===== src/rtl/stn_pkg.sv =====
// Shared types and constants for the source text normalizer.
// No dependencies; used by every module of the block.
package stn_pkg;

  // Default width of the comment and blank-run counters
  localparam int COUNT_WIDTH_DEF = 16;

  // Rewind field width and its saturation value
  localparam int REWIND_W = 17;
  localparam logic [REWIND_W-1:0] REWIND_MAX = '1;

  // Configuration register indexes
  localparam int CFG_INDEX_W = 3;
  localparam logic [CFG_INDEX_W-1:0] CFG_DROP_CR  = 3'd0;
  localparam logic [CFG_INDEX_W-1:0] CFG_DEL_CMT  = 3'd1;
  localparam logic [CFG_INDEX_W-1:0] CFG_NL_SPACE = 3'd2;
  localparam logic [CFG_INDEX_W-1:0] CFG_COLLAPSE = 3'd3;
  localparam logic [CFG_INDEX_W-1:0] CFG_TRIM     = 3'd4;
  localparam logic [CFG_INDEX_W-1:0] CFG_END_MARK = 3'd5;

  // Comment tracker state codes
  localparam logic [2:0] MODE_PLAIN = 3'd0;
  localparam logic [2:0] MODE_START = 3'd1;
  localparam logic [2:0] MODE_MLEND = 3'd2;
  localparam logic [2:0] MODE_QUOTE = 3'd3;
  localparam logic [2:0] MODE_LINE  = 3'd4;
  localparam logic [2:0] MODE_ML    = 3'd5;

  // Character codes
  localparam logic [7:0] CH_LF     = 8'd10;
  localparam logic [7:0] CH_CR     = 8'd13;
  localparam logic [7:0] CH_TAB    = 8'd9;
  localparam logic [7:0] CH_BLANK  = 8'd32;
  localparam logic [7:0] CH_SLASH  = 8'd47;
  localparam logic [7:0] CH_STAR   = 8'd42;
  localparam logic [7:0] CH_QUOTE  = 8'd34;
  localparam logic [7:0] CH_BSLASH = 8'd92;
  localparam logic [7:0] CH_EOF    = 8'd26;

  // Mode bits
  typedef struct packed {
    logic drop_cr;
    logic del_cmt;
    logic nl_space;
    logic collapse;
    logic trim;
    logic end_mark;
  } stn_cfg_t;

  // One result word
  typedef struct packed {
    logic [REWIND_W-1:0] rewind_count;
    logic                byte_valid;
    logic [7:0]          out_byte;
  } stn_result_t;

endpackage


===== src/rtl/stn_step.sv =====
// Per-byte next-state and result logic of the source text normalizer.
// Depends on stn_pkg; purely combinational, one byte per evaluation.
module stn_step #(
  parameter int COUNT_WIDTH = stn_pkg::COUNT_WIDTH_DEF
) (
  input  stn_pkg::stn_cfg_t    cfg,
  input  logic [7:0]           data_byte,
  input  logic                 end_of_file,
  input  logic                 escape_pending,
  input  logic [2:0]           comment_mode,
  input  logic [COUNT_WIDTH-1:0] comment_bytes,
  input  logic                 skip_blank,
  input  logic [COUNT_WIDTH-1:0] blank_run,
  output logic                 escape_pending_next,
  output logic [2:0]           comment_mode_next,
  output logic [COUNT_WIDTH-1:0] comment_bytes_next,
  output logic                 skip_blank_next,
  output logic [COUNT_WIDTH-1:0] blank_run_next,
  output logic                 res_valid,
  output stn_pkg::stn_result_t res
);
  import stn_pkg::*;

  localparam int SUM_W = (COUNT_WIDTH + 1 > REWIND_W) ? COUNT_WIDTH + 1 : REWIND_W;

  logic [7:0]             c;
  logic [2:0]             mode;
  logic [COUNT_WIDTH-1:0] cb;
  logic                   esc;
  logic                   closed;
  logic                   drop;
  logic                   keep;
  logic [SUM_W-1:0]       rw_sum;
  logic [COUNT_WIDTH-1:0] rw_cmt;
  logic [COUNT_WIDTH-1:0] rw_trim;

  // Walk one byte through CR dropping, comment tracking, line-end conversion, blank collapse and trimming
  always_comb begin
    c       = data_byte;
    mode    = comment_mode;
    cb      = comment_bytes;
    esc     = escape_pending;
    closed  = 1'b0;
    drop    = 1'b0;
    keep    = 1'b0;
    rw_cmt  = '0;
    rw_trim = '0;
    skip_blank_next = skip_blank;
    blank_run_next  = blank_run;

    if (end_of_file) begin
      // End of file clears per-file state
      mode = MODE_PLAIN;
      cb   = '0;
      esc  = 1'b0;
      skip_blank_next = 1'b0;
      blank_run_next  = '0;
      drop = 1'b1;
    end else if (cfg.drop_cr && c == CH_CR) begin
      drop = 1'b1;
    end else begin
      // Comment, quote and escape tracking
      if (cfg.del_cmt) begin
        if (!esc) begin
          if (mode == MODE_START && c != CH_SLASH && c != CH_STAR) begin
            mode = MODE_PLAIN;
            cb   = '0;
          end
          case (c)
            CH_BSLASH: begin
              esc = 1'b1;
            end
            CH_LF: begin
              if (mode == MODE_MLEND) begin
                mode = MODE_ML;
              end else if (mode != MODE_ML) begin
                rw_cmt = cb;
                cb     = '0;
                mode   = MODE_PLAIN;
              end
            end
            CH_SLASH: begin
              if (mode == MODE_PLAIN) begin
                mode = MODE_START;
              end else if (mode == MODE_START) begin
                mode = MODE_LINE;
              end else if (mode == MODE_MLEND) begin
                rw_cmt = cb;
                cb     = '0;
                mode   = MODE_PLAIN;
                closed = 1'b1;
              end
            end
            CH_STAR: begin
              if (mode == MODE_START) begin
                mode = MODE_ML;
              end else if (mode == MODE_ML) begin
                mode = MODE_MLEND;
              end
            end
            CH_QUOTE: begin
              if (mode == MODE_PLAIN) begin
                mode = MODE_QUOTE;
              end else if (mode == MODE_QUOTE) begin
                mode = MODE_PLAIN;
              end
            end
            default: begin
              if (mode == MODE_MLEND) begin
                mode = MODE_ML;
              end
            end
          endcase
        end else if (c != CH_CR) begin
          esc = 1'b0;
        end
        if (!closed && mode != MODE_PLAIN && mode != MODE_QUOTE && cb != '1) begin
          cb = cb + COUNT_WIDTH'(1);
        end
      end

      if (!closed) begin
        // Line ends to spaces
        if (cfg.nl_space && (c inside {CH_LF, CH_CR})) begin
          c = CH_BLANK;
        end
        keep = 1'b1;
        // Collapse blank runs
        if (cfg.collapse) begin
          if (c inside {CH_BLANK, CH_TAB}) begin
            if (skip_blank) begin
              keep = 1'b0;
            end else begin
              c = CH_BLANK;
              skip_blank_next = 1'b1;
            end
          end else begin
            skip_blank_next = 1'b0;
          end
        end
        // Rewind trailing blanks before a line end
        if (keep && cfg.trim) begin
          if (c inside {CH_LF, CH_CR}) begin
            rw_trim = blank_run;
          end
          if (c inside {CH_BLANK, CH_TAB}) begin
            if (blank_run != '1) begin
              blank_run_next = blank_run + COUNT_WIDTH'(1);
            end
          end else begin
            blank_run_next = '0;
          end
        end
      end
    end

    escape_pending_next = esc;
    comment_mode_next   = mode;
    comment_bytes_next  = cb;
  end

  // Form the result word
  always_comb begin
    rw_sum = SUM_W'(rw_cmt) + SUM_W'(rw_trim);
    res.rewind_count = (rw_sum > SUM_W'(REWIND_MAX)) ? REWIND_MAX
                                                     : rw_sum[REWIND_W-1:0];
    if (end_of_file) begin
      res.rewind_count = '0;
      res.byte_valid   = cfg.end_mark;
      res.out_byte     = cfg.end_mark ? CH_EOF : 8'd0;
      res_valid        = cfg.end_mark;
    end else begin
      res.byte_valid = keep;
      res.out_byte   = keep ? c : 8'd0;
      res_valid      = !drop && (keep || rw_sum != '0);
    end
  end

endmodule


===== src/rtl/stn_out_buf.sv =====
// Two-word output stage (output register plus skid register).
// Depends on stn_pkg for the result word type.
module stn_out_buf (
  input  logic                 clk,
  input  logic                 rst,
  input  logic                 push,
  input  stn_pkg::stn_result_t push_word,
  output logic                 has_room,
  output logic                 out_valid,
  input  logic                 out_ready,
  output stn_pkg::stn_result_t out_word
);
  import stn_pkg::*;

  logic        skid_valid;
  stn_result_t skid_word;
  logic        pop;

  assign pop      = out_valid && out_ready;
  assign has_room = !skid_valid;

  // Advance the output register from the skid or the new word
  always_ff @(posedge clk) begin
    if (rst) begin
      out_valid  <= 1'b0;
      skid_valid <= 1'b0;
    end else if (!out_valid || pop) begin
      out_valid <= skid_valid || push;
      if (skid_valid) begin
        out_word <= skid_word;
        if (push) begin
          skid_word <= push_word;
        end else begin
          skid_valid <= 1'b0;
        end
      end else begin
        out_word <= push_word;
      end
    end else if (push) begin
      // Hold the output word, park the new one
      skid_word  <= push_word;
      skid_valid <= 1'b1;
    end
  end

endmodule


===== src/rtl/source_text_normalizer.sv =====
// Top level of the source text normalizer: mode registers, per-file state
// and output stage. Depends on stn_pkg, stn_step and stn_out_buf.
//
// Takes one word per clock while in_ready is high (a source byte or an
// end-of-file mark) and gives at most one result word per input word. The
// sustained rate is one word per cycle while the output side keeps up: the
// whole per-byte state update (comment tracker, blank collapse,
// trailing-blank count) is combinational and is registered together with
// the result. A two-word output stage lets input continue while a result
// waits; in_ready drops only after the output side has stalled for two
// results. Mode registers must be written while the block is idle.
module source_text_normalizer #(
  parameter int COUNT_WIDTH = stn_pkg::COUNT_WIDTH_DEF
) (
  input  logic                          clk,
  input  logic                          rst,
  input  logic                          in_valid,
  output logic                          in_ready,
  input  logic [7:0]                    data_byte,
  input  logic                          end_of_file,
  output logic                          out_valid,
  input  logic                          out_ready,
  output logic [stn_pkg::REWIND_W-1:0]  rewind_count,
  output logic                          byte_valid,
  output logic [7:0]                    out_byte,
  input  logic                          cfg_write,
  input  logic [stn_pkg::CFG_INDEX_W-1:0] cfg_index,
  input  logic                          cfg_data
);
  import stn_pkg::*;

  stn_cfg_t               cfg;
  logic                   escape_pending;
  logic [2:0]             comment_mode;
  logic [COUNT_WIDTH-1:0] comment_bytes;
  logic                   skip_blank;
  logic [COUNT_WIDTH-1:0] blank_run;

  logic                   escape_pending_next;
  logic [2:0]             comment_mode_next;
  logic [COUNT_WIDTH-1:0] comment_bytes_next;
  logic                   skip_blank_next;
  logic [COUNT_WIDTH-1:0] blank_run_next;

  logic                   res_valid;
  stn_result_t            res;
  stn_result_t            out_word;
  logic                   accept;

  assign accept = in_valid && in_ready;

  // Mode registers
  always_ff @(posedge clk) begin
    if (rst) begin
      cfg <= '0;
    end else if (cfg_write) begin
      case (cfg_index)
        CFG_DROP_CR:  cfg.drop_cr  <= cfg_data;
        CFG_DEL_CMT:  cfg.del_cmt  <= cfg_data;
        CFG_NL_SPACE: cfg.nl_space <= cfg_data;
        CFG_COLLAPSE: cfg.collapse <= cfg_data;
        CFG_TRIM:     cfg.trim     <= cfg_data;
        CFG_END_MARK: cfg.end_mark <= cfg_data;
        default: ;
      endcase
    end
  end

  stn_step #(
    .COUNT_WIDTH(COUNT_WIDTH)
  ) u_step (
    .cfg                 (cfg),
    .data_byte           (data_byte),
    .end_of_file         (end_of_file),
    .escape_pending      (escape_pending),
    .comment_mode        (comment_mode),
    .comment_bytes       (comment_bytes),
    .skip_blank          (skip_blank),
    .blank_run           (blank_run),
    .escape_pending_next (escape_pending_next),
    .comment_mode_next   (comment_mode_next),
    .comment_bytes_next  (comment_bytes_next),
    .skip_blank_next     (skip_blank_next),
    .blank_run_next      (blank_run_next),
    .res_valid           (res_valid),
    .res                 (res)
  );

  // Per-file state, advanced on each accepted word
  always_ff @(posedge clk) begin
    if (rst) begin
      escape_pending <= 1'b0;
      comment_mode   <= MODE_PLAIN;
      comment_bytes  <= '0;
      skip_blank     <= 1'b0;
      blank_run      <= '0;
    end else if (accept) begin
      escape_pending <= escape_pending_next;
      comment_mode   <= comment_mode_next;
      comment_bytes  <= comment_bytes_next;
      skip_blank     <= skip_blank_next;
      blank_run      <= blank_run_next;
    end
  end

  stn_out_buf u_out (
    .clk       (clk),
    .rst       (rst),
    .push      (accept && res_valid),
    .push_word (res),
    .has_room  (in_ready),
    .out_valid (out_valid),
    .out_ready (out_ready),
    .out_word  (out_word)
  );

  assign rewind_count = out_word.rewind_count;
  assign byte_valid   = out_word.byte_valid;
  assign out_byte     = out_word.out_byte;

endmodule


===== config.mk =====
export PLATFORM = sky130hd
export DESIGN_NAME = source_text_normalizer
export DESIGN_NICKNAME = d
export VERILOG_FILES = /design/src/rtl/stn_pkg.sv /design/src/rtl/stn_step.sv /design/src/rtl/stn_out_buf.sv /design/src/rtl/source_text_normalizer.sv
export SDC_FILE = /design/constraint.sdc
export NUM_CORES = 1
export LEC_CHECK = 0
export BUFFER_PORTS_ARGS = -buffer_cell sky130_fd_sc_hd__buf_2
export CAP_MARGIN = 20
export CELL_PAD_IN_SITES_DETAIL_PLACEMENT = 0
export CELL_PAD_IN_SITES_GLOBAL_PLACEMENT = 1
export CORE_MARGIN = 4
export CORE_UTILIZATION = 51
export CTS_CLUSTER_DIAMETER = 120
export DETAILED_ROUTE_END_ITERATION = 10
export PLACE_DENSITY = 0.88
export SETUP_SLACK_MARGIN = 0.02
export SYNTH_ARGS = -nofsm -noshare
export SYNTH_HDL_FRONTEND = slang
export SYNTH_SLANG_ARGS = --single-unit

===== constraint.sdc =====
create_clock -name clk -period 11.55 [get_ports clk]
set_input_delay 1.7325 -clock clk [delete_from_list [all_inputs] [get_ports clk]]
set_output_delay 1.7325 -clock clk [all_outputs]
set_load 0.01 [all_outputs]

# Yosys cells after proc, flatten, opt, wreduce, memory -nomap -nowiden
# Index checks and enable logic that the tools add are counted.
[classes]
muxes = 118
n_addsub = 3
n_bitwise = 1
reduce_logical = 42
eq_ne = 33
order_cmp = 1
[op_table]
columns = ["op", "count"]
rows = [
  ["2-to-1 mux 16 bit", 34],
  ["2-to-1 mux 26 bit", 4],
  ["2-to-1 mux 8 bit", 13],
  ["2-to-1 mux 3 bit", 22],
  ["one-hot mux 16 bit (2 select lines)", 2],
  ["equality test 8 x 4 -> 1 bit (second input constant)", 6],
  ["equality test 8 x 6 -> 1 bit (second input constant)", 5],
  ["2-to-1 mux 1 bit", 38],
  ["2-to-1 mux 17 bit", 2],
  ["adder 16 x 1 -> 16 bit (second input constant)", 2],
  ["!= test 16 bit (second input constant)", 2],
  ["adder 16 x 16 -> 17 bit", 1],
  ["> comparator 17 bit (second input constant)", 1],
  ["nonzero test 17 bit", 1],
  ["!= test 8 x 6 -> 1 bit (second input constant)", 2],
  ["AND reduction 2 bit", 8],
  ["nonzero test 2 bit", 8],
  ["one-hot mux 3 bit (5 select lines)", 1],
  ["equality test 3 x 2 -> 1 bit (second input constant)", 4],
  ["logical AND 1 bit", 12],
  ["equality test 3 x 1 -> 1 bit (second input constant)", 3],
  ["equality test 3 bit (second input constant)", 3],
  ["2-to-1 mux 9 bit", 1],
  ["equality test 8 x 7 -> 1 bit (second input constant)", 1],
  ["other kinds (14)", 22],
]
[totals]
in_bits = 18
ff_bits = 97
out_inout_bits = 28
word_cells = 217

# Logic depth before layout (Yosys ltp)
# Gate-level depths: netlist of the first run.
[depth]
ltp_word = 46
mapped_depth = 23
mapped_depth_nobuf = 21

# Modules after synthesis
# From an unflattened synthesis of the first run, not the netlist that was laid out.
[unflattened]
cells_unflattened = 829
area_unflattened_um2 = 7412.1
[by_module_without_submodules]
columns = ["mod", "seq_area_each_um2", "instances", "cells_each", "area_per_inst_um2"]
rows = [
  ["stn_step", 0.0, 1, 542, 3363.2],
  ["stn_out_buf", 1601.5, 1, 93, 2079.5],
  ["source_text_normalizer", 860.8, 1, 194, 1969.4],
]

# Least setup slack after synthesis of the first run
# Ideal clock, no wire load.
[synth_timing]
kind = "input-to-reg"
start = "input port data_byte[3]"
end = "register u_out.skid_word[0] (netlist bit), enable pin"
setup_slack_ns = 4.806
cell_stages = 22
t_arrival_ns = 6.381
n_path_buf = 4
setup_ns = 0.363
required_time_ns = 11.187
path_cell_list = "buf_2 -> buf_2 -> a41oi_1 -> nor3_1 -> ha_1 -> nand3b_1 -> nor3_1 -> or3_1 -> buf_2 -> nor4_2 -> clkbuf_1 -> and2_1 -> ha_1 -> and3_1 -> a221oi_1 -> a21boi_1 -> o211ai_1 -> a21oi_1 -> o2111ai_1 -> nor4_1 -> nand2_1 -> a21o_1"
[synth_rtl]
columns = ["element", "line", "source"]
rows = [
  ["start, declared", "source_text_normalizer.sv:19", "input logic [7:0] data_byte,"],
  ["end signal, assigned", "stn_out_buf.sv:32", "skid_word <= push_word;"],
  ["end signal, assigned", "stn_out_buf.sv:41", "skid_word <= push_word;"],
  ["end, declared", "stn_out_buf.sv:16", "stn_result_t skid_word;"],
]

==> metrics, run 1 <==
final antenna diode count=0; required time of the worst setup path=between 10000 and 15000 ps; delay-heaviest family, CP=simple AND/OR/NAND/NOR gates; clk slew on worst S/H paths=~70 ps; FF-to-FF path depth=18; register area share after synthesis=38.1%; CTS root buf=clkbuf_16; crit path launch=data_byte[5]; share of cells above drive strength 1=roughly 14%; die height=roughly 120 um; final hold vios=0; commonest cells in the netlist=65 x nand2_1, 63 x nor2_1, 54 x a21oi_1; top post-synthesis cells by area=edfxtp_1 24%, dfxtp_1 14%, and2_1 4.7%; worst hold path class=reg2reg; crit-path cells=buf_2, nor4b_4, a41oi_1, nor3_1, ha_1, nand3b_1, nor3_1, or3_1, nor4_2, and2_1, ha_1, a211o_1, a211oi_1, o2111ai_1, a21oi_1, xor2_1, nand3b_1, nor4_1, nand2_1, a21o_1; Distinct cells, synth=between 80 and 90; Clk Latency, worst-skew pair=350 ps; max_cap viols=0; Static Leakage=approximately 2.7 nW; asr flop ratio synth=0%; met3 usage=3.32%; GRT overflow=0; slowest stage delay, CP=770 ps; global placement routability congestion=slightly below 0.9; die width=121 um; GR Layer Usage met2=34.0%; RR Startpoint=comment_mode[0]; initial antenna violation count=0; Initial Utilization=roughly 53%; Routed Antenna Nets=0; RSZ-0062 raised after global routing=false; final net count=779; Avg Vias per Cell=between 6 and 7; CP Buf/Inv Count=1; worst vdd ir=roughly 0.057 mV; Routed WL per cell=17.3 um; Max stage delay cell, worst path=nor4_2; I/O Pins=46; Max Freq=126 MHz; Tightest Pin Transition=979 ps; Main synth FF type=edfxtp_1; CTS Buffer Depth=2; worst clock skew=~7.1 ps; H-tree levels=3; status=completed; Yosys top cell area share=between 20% and 30%; vias=approximately 5600; Arr. time, crit path=roughly 7900 ps; Core Area=around 0.012 mm2; Stages on worst setup path=20; largest net degree at the start of global routing=41; Final Critical Period=between 7000 and 8000 ps; CP Max Fanout=26; most frequent cell after synthesis=nand2_1; Rel. slew slack=34.7%; post-DP HPWL=about 12 mm; All-Layer GR Usage=between 20% and 30%; setup_tns=0 ps; CTS tree=built; max-slew violations=0; syn nets=roughly 760; Post-CTS Resized=0; CP endpoint kind=flop; hold buffer count at CTS=0; P&R area growth vs syn=9.34%; utilization after layout=57.9%; Num Clock Sinks=slightly below 100; worst reg2reg path endpoint=u_out.skid_word[23]; crit path capture=u_out.skid_word[23]; 1st-pass router iterations=5; cell area power density=roughly 100 mW/mm2; number of synthesized flops with an enable pin=52; Port Buffer Count=45; Post-CTS Setup Bufs=0; grt peak-use layer=met2; Yosys top cell by area=edfxtp_1; GR Util met1=around a third; synthesized area per cell=about 9.0 um2; drt first-iter violations=~400; clock buffer count from CTS=9; R2R setup slack=5020 ps; row count=40; CP Launch Type=input pin; Final setup viols=0; WS Path Type=in2reg; fin crit share=68.5%; Synth Register Bits=97; post-synthesis cell area=approximately 0.0065 mm2; Post-Syn Instances=a little over 700; filler instances=between 1000 and 1500; Ys Warns=0; vias in the first global route=around 5100; DR DRC count=0; full die area=between 0.01 and 0.015 mm2; first-pass GRT wire length=26.0 mm; final wirelength=15.8 mm
[final cells by class]
type | count | area, um2 | share of cell area [%]
flip-flops and latches | 97 | 2460 | 34.8
multi-input cells | 567 | 3760 | 53.2
repair buffers | 48 | 255 | 3.61
inverters | 17 | 63.8 | 0.902
clock inverters | 7 | 93.8 | 1.33
well taps | 168 | 210 | 2.97
clock buffers | 9 | 225 | 3.18
[routing by layer]
metal  wire, um  vias to the layer above
li1           -                     2729
met1       7530                     2656
met2       7120                      194
met3        846                       22
met4        298                        0
met5          0                        -
[sequential cells by signal (all words and copies together) (netlist names)]
signal            count
u_out.out_word       26
u_out.skid_word      26
blank_run            16
comment_bytes        16
cfg                   6
comment_mode          3
escape_pending        1
skip_blank            1
u_out.out_valid       1
u_out.skid_valid      1
[logic make-up after synthesis]
kind of cell	Yosys count	synth area share, %
flip-flops	97	38.1
XOR/XNOR	12	1.62
adder cells (fa/ha/maj)	21	4.18
AND/OR/NAND/NOR	339	30.6
multiplexers	22	3.77
AO/OA/AOI/OAI	173	17.9
buffers and inverters	55	3.81
[report_power, final]
part	switching, mW	total, mW	internal, mW
Clock	0.130	0.320	0.190
Sequential	0.00282	0.370	0.368
Combinational	0.0360	0.0522	0.0162
[stage by stage]
step / worst slack, ps / power (mW) / instance area, um2 / std cells / hold WS, ps
2_1_floorplan: 4810 / 0.412 / 6470 / 719 / 444
3_3_place_gp: 3550 / 0.429 / 6740 / 896 / 480
3_5_place_dp: 3260 / 0.429 / 6740 / 896 / 502
4_1_cts: 3610 / 0.745 / 7060 / 912 / 511
5_1_grt: 2950 / 0.766 / 7080 / 913 / 554
6_report: 3640 / 0.743 / 7080 / 913 / 512
[layout by cell type (no fill, tap or decap), drive strengths merged, types with 14 or more instances in the layout]
cell    synthesis  layout
and3           18      18
nand2          65      65
inv            16      17
o21ai          35      35
edfxtp         52      52
dfxtp          45      45
buf            19      48
nor2           63      63
and2           49      49
mux2           16      16
a21oi          54      54
ha             20      20
nor3           19      19
o31ai          14      14
nand3          26      26
nand3b         15      15
[worst min-delay path by stage]
stage / from / depth (start not counted) / end / slack (ps)
3_5_place_dp: skip_blank / 2 / skip_blank / 500
4_1_cts: skip_blank / 2 / skip_blank / 510
6_report: blank_run[15] / 2 / blank_run[15] / 510
5_1_grt: u_out.skid_word[16] / 1 / u_out.out_word[16] / 550
2_1_floorplan: comment_bytes[4] / 1 / comment_bytes[4] / 440
3_3_place_gp: comment_bytes[4] / 1 / comment_bytes[4] / 480
[worst min-delay path: stages, from the launching register on]
cell and delay [ps]:
dfxtp_1 330, o21ai_0 70, a21oi_1 60
(Power assumes the default switching activity.)
==> run 2, diff against run 1 <==
Settings changed: ABC_AREA set to 1, CORE_UTILIZATION 51 to 40, PLACE_DENSITY 0.88 to 0.79.
Clock period 11.55 ns to 6.8 ns, I/O delays scaled along.
==> run 2 against run 1 <==
Clock-buffer cell count increased by 2. Clock power increased by 49%. Final cell count increased by 37%. Global-route usage decreased by 3.7 points. Critical endpoint is now u_out.skid_word[14]. Hold slack got worse by 27 ps.
==> metrics, run 2 <==
1st-pass router iterations=5 (unchanged); final hold vios=0 (unchanged); clk slew on worst S/H paths=70 ps (about the same); most frequent cells in the layout=310 x nand2_1, 138 x nor2_1, 93 x inv_1, 57 x a21oi_1, 56 x nand3_1; number of synthesized flops with an enable pin=52 (unchanged); most frequent cell after synthesis=nand2_1; register area share after synthesis=35.9% (-2.2 points); Num Clock Sinks=97 (unchanged); CTS tree=built; Final Critical Period=5980 ps; worst vdd ir=0.104 mV (+82%); commonest cells in the netlist=310 x nand2_1, 139 x nor2_1, 93 x inv_1; Max stage delay cell, worst path=o21ai_0; Port Buffer Count=45 (unchanged); max_cap viols=0 (unchanged); largest net degree at the start of global routing=39 (-4.9%); Core Area=0.0167 mm2 (+37%); Layout Cells excl Fill=1255 (+37%); vias in the first global route=5899 (+15%); WS Path Type=in2reg; final net count=1069 (+37%); synthesized area per cell=6.90 um2 (-23%); overall power=1.21 mW (+63%); final wirelength=17.5 mm (+11%); die width=139 um (+15%); Routed WL per cell=14.0 um (-19%); placed insts=1239 (+38%); P&R area growth vs syn=9.97%; CTS root buf=clkbuf_16; Main synth FF type=edfxtp_1; most frequent CP cell=nand2_1; slowest stage delay, CP=450 ps (-320 ps); Post-CTS Resized=0 (unchanged); asr flop ratio synth=0% (unchanged); Post-Syn Instances=995 (+38%); DR DRC count=0 (unchanged); die height=139 um (+15%); final antenna diode count=0 (unchanged); Static Leakage=3.26 nW (+20%); initial antenna violation count=0 (unchanged); top post-synthesis cells by area=edfxtp_1 23%, nand2_1 17%, dfxtp_1 13%; Distinct cells, synth=47 (-46%); Avg Vias per Cell=5.02 (-18%); clock share of power=39.4% (-3.7 points); All-Layer GR Usage=18.3% (-3.7 points); NetSw=0.304 mW (+79%); CP Launch Type=input pin; Yosys top cell by area=edfxtp_1; cell area power density=161 mW/mm2 (+53%); Initial Utilization=41.1% (-12 points); Combinational Power Share=7.8% (+0.8 points); Yosys top cell area share=22.8% (-1.4 points); Ys Warns=0 (unchanged); Final setup viols=0 (unchanged); Regs by FF count=u_out.out_word (26), u_out.skid_word (26); vias=6294 (+12%); syn nets=1034 (+36%); status=completed; H-tree levels=3 (unchanged); Synth Register Bits=97 (unchanged); required time of the worst setup path=6820 ps (-4680 ps); commonest non-fill, non-tap cell in the layout=nand2_1; fin crit share=88.0%; worst clock skew=11.1 ps (+3.94 ps); I/O Pins=46 (unchanged); switching portion of total power=25.0% (+2.2 points); hold buffer count at CTS=0 (unchanged); GRT overflow=0 (unchanged); Max Freq=between 150 and 200 MHz; row count=47 (+18%); max-slew violations=0 (unchanged); full die area=0.0193 mm2 (+33%); CP endpoint kind=flop; sequential share of power=52.7% (+2.8 points); post-synthesis cell area=0.00686 mm2 (+6.1%); CP Max Fanout=26 (unchanged); first-pass GRT wire length=29.3 mm (+13%); CTS Buffer Depth=2 (unchanged); Tightest Pin Transition=906 ps (-73.4 ps); Post-CTS Setup Bufs=0 (unchanged); setup_tns=0 ps (unchanged); drt first-iter violations=380 (-5.9%); worst hold path class=reg2reg; Routed Antenna Nets=0 (unchanged); RSZ-0062 raised after global routing=false; share of cells above drive strength 1=13.2% (-1.1 points); Rel. slew slack=39.5% (+4.8 points); clock buffer count from CTS=9 (unchanged); Clk Latency, worst-skew pair=350 ps (about the same); post-DP HPWL=13.6 mm (+17%); cell internal pwr=0.909 mW (+58%); global placement routability congestion=0.910 (+2.6%); Arr. time, crit path=6000 ps (-1860 ps)
run 2: routing by layer:
metal  GRT usage [%]  routed length [um]
met5               0                   0
met4            3.96                 176
met3            2.83                 818
met2            30.3                8120
met1            25.3                8410
run 2: logic make-up after synthesis:
logic type | synth area share, %
and+or+nand+nor | 38.5
buffers and inverters | 8.08
AOI/OAI and AO/OA | 10.6
DFF | 35.9
xor gates and xnor gates | 2.94
adders and majority gates | 3.94
run 2: power groups by stage:
stage / logic, mW / clock network (mW) / registers (mW)
finish: 0.0951 / 0.478 / 0.639
global route: 0.107 / 0.513 / 0.641
CTS: 0.0954 / 0.490 / 0.639
detailed placement: 0.0952 / 0 / 0.652
global placement: 0.0940 / 0 / 0.652
floorplan: 0.0575 / 0 / 0.655
run 2: critical path, delay by kind of cell:
| kind | cells | cell delay (ps) |
|---|---|---|
| AO/OA/AOI/OAI | 3 | 640 |
| adder cells (fa/ha/maj) | 3 | 720 |
| AND/OR/NAND/NOR | 23 | 2360 |
| buffers and inverters | 9 | 1250 |
run 2: path summary, 6_finish.rpt:
path	cells after the start	startpoint	endpoint	slack, ps
worst max-delay path	38	data_byte[0]	u_out.skid_word[14]	820
worst min-delay path	2	cfg[5]	cfg[5]	490
worst max register to register	36	comment_mode[1]	u_out.skid_word[14]	1240
worst min register to register	2	cfg[5]	cfg[5]	490
run 2: layout make-up:
type | instances | area (um2)
timing repair buffer | 52 | 285
clock inverter | 5 | 38.8
inverter | 104 | 393
clock buffer | 11 | 233
fill | 1784 | 9150
sequential | 97 | 2460
multi-input combinational | 766 | 3860
tap | 220 | 275
run 2: stage by stage:
| step | hold WS (ps) | area (um2) | util (%) | setup slack (ps) |
|---|---|---|---|---|
| 5_1_grt | 514 | 7550 | 45.2 | 29.1 |
| 2_1_floorplan | 450 | 6870 | - | 389 |
| 3_5_place_dp | 466 | 7280 | 43.6 | 507 |
| 4_1_cts | 479 | 7550 | 45.2 | 869 |
| 3_3_place_gp | 469 | 7260 | 43.5 | 667 |
| 6_report | 485 | 7550 | 45.2 | 818 |
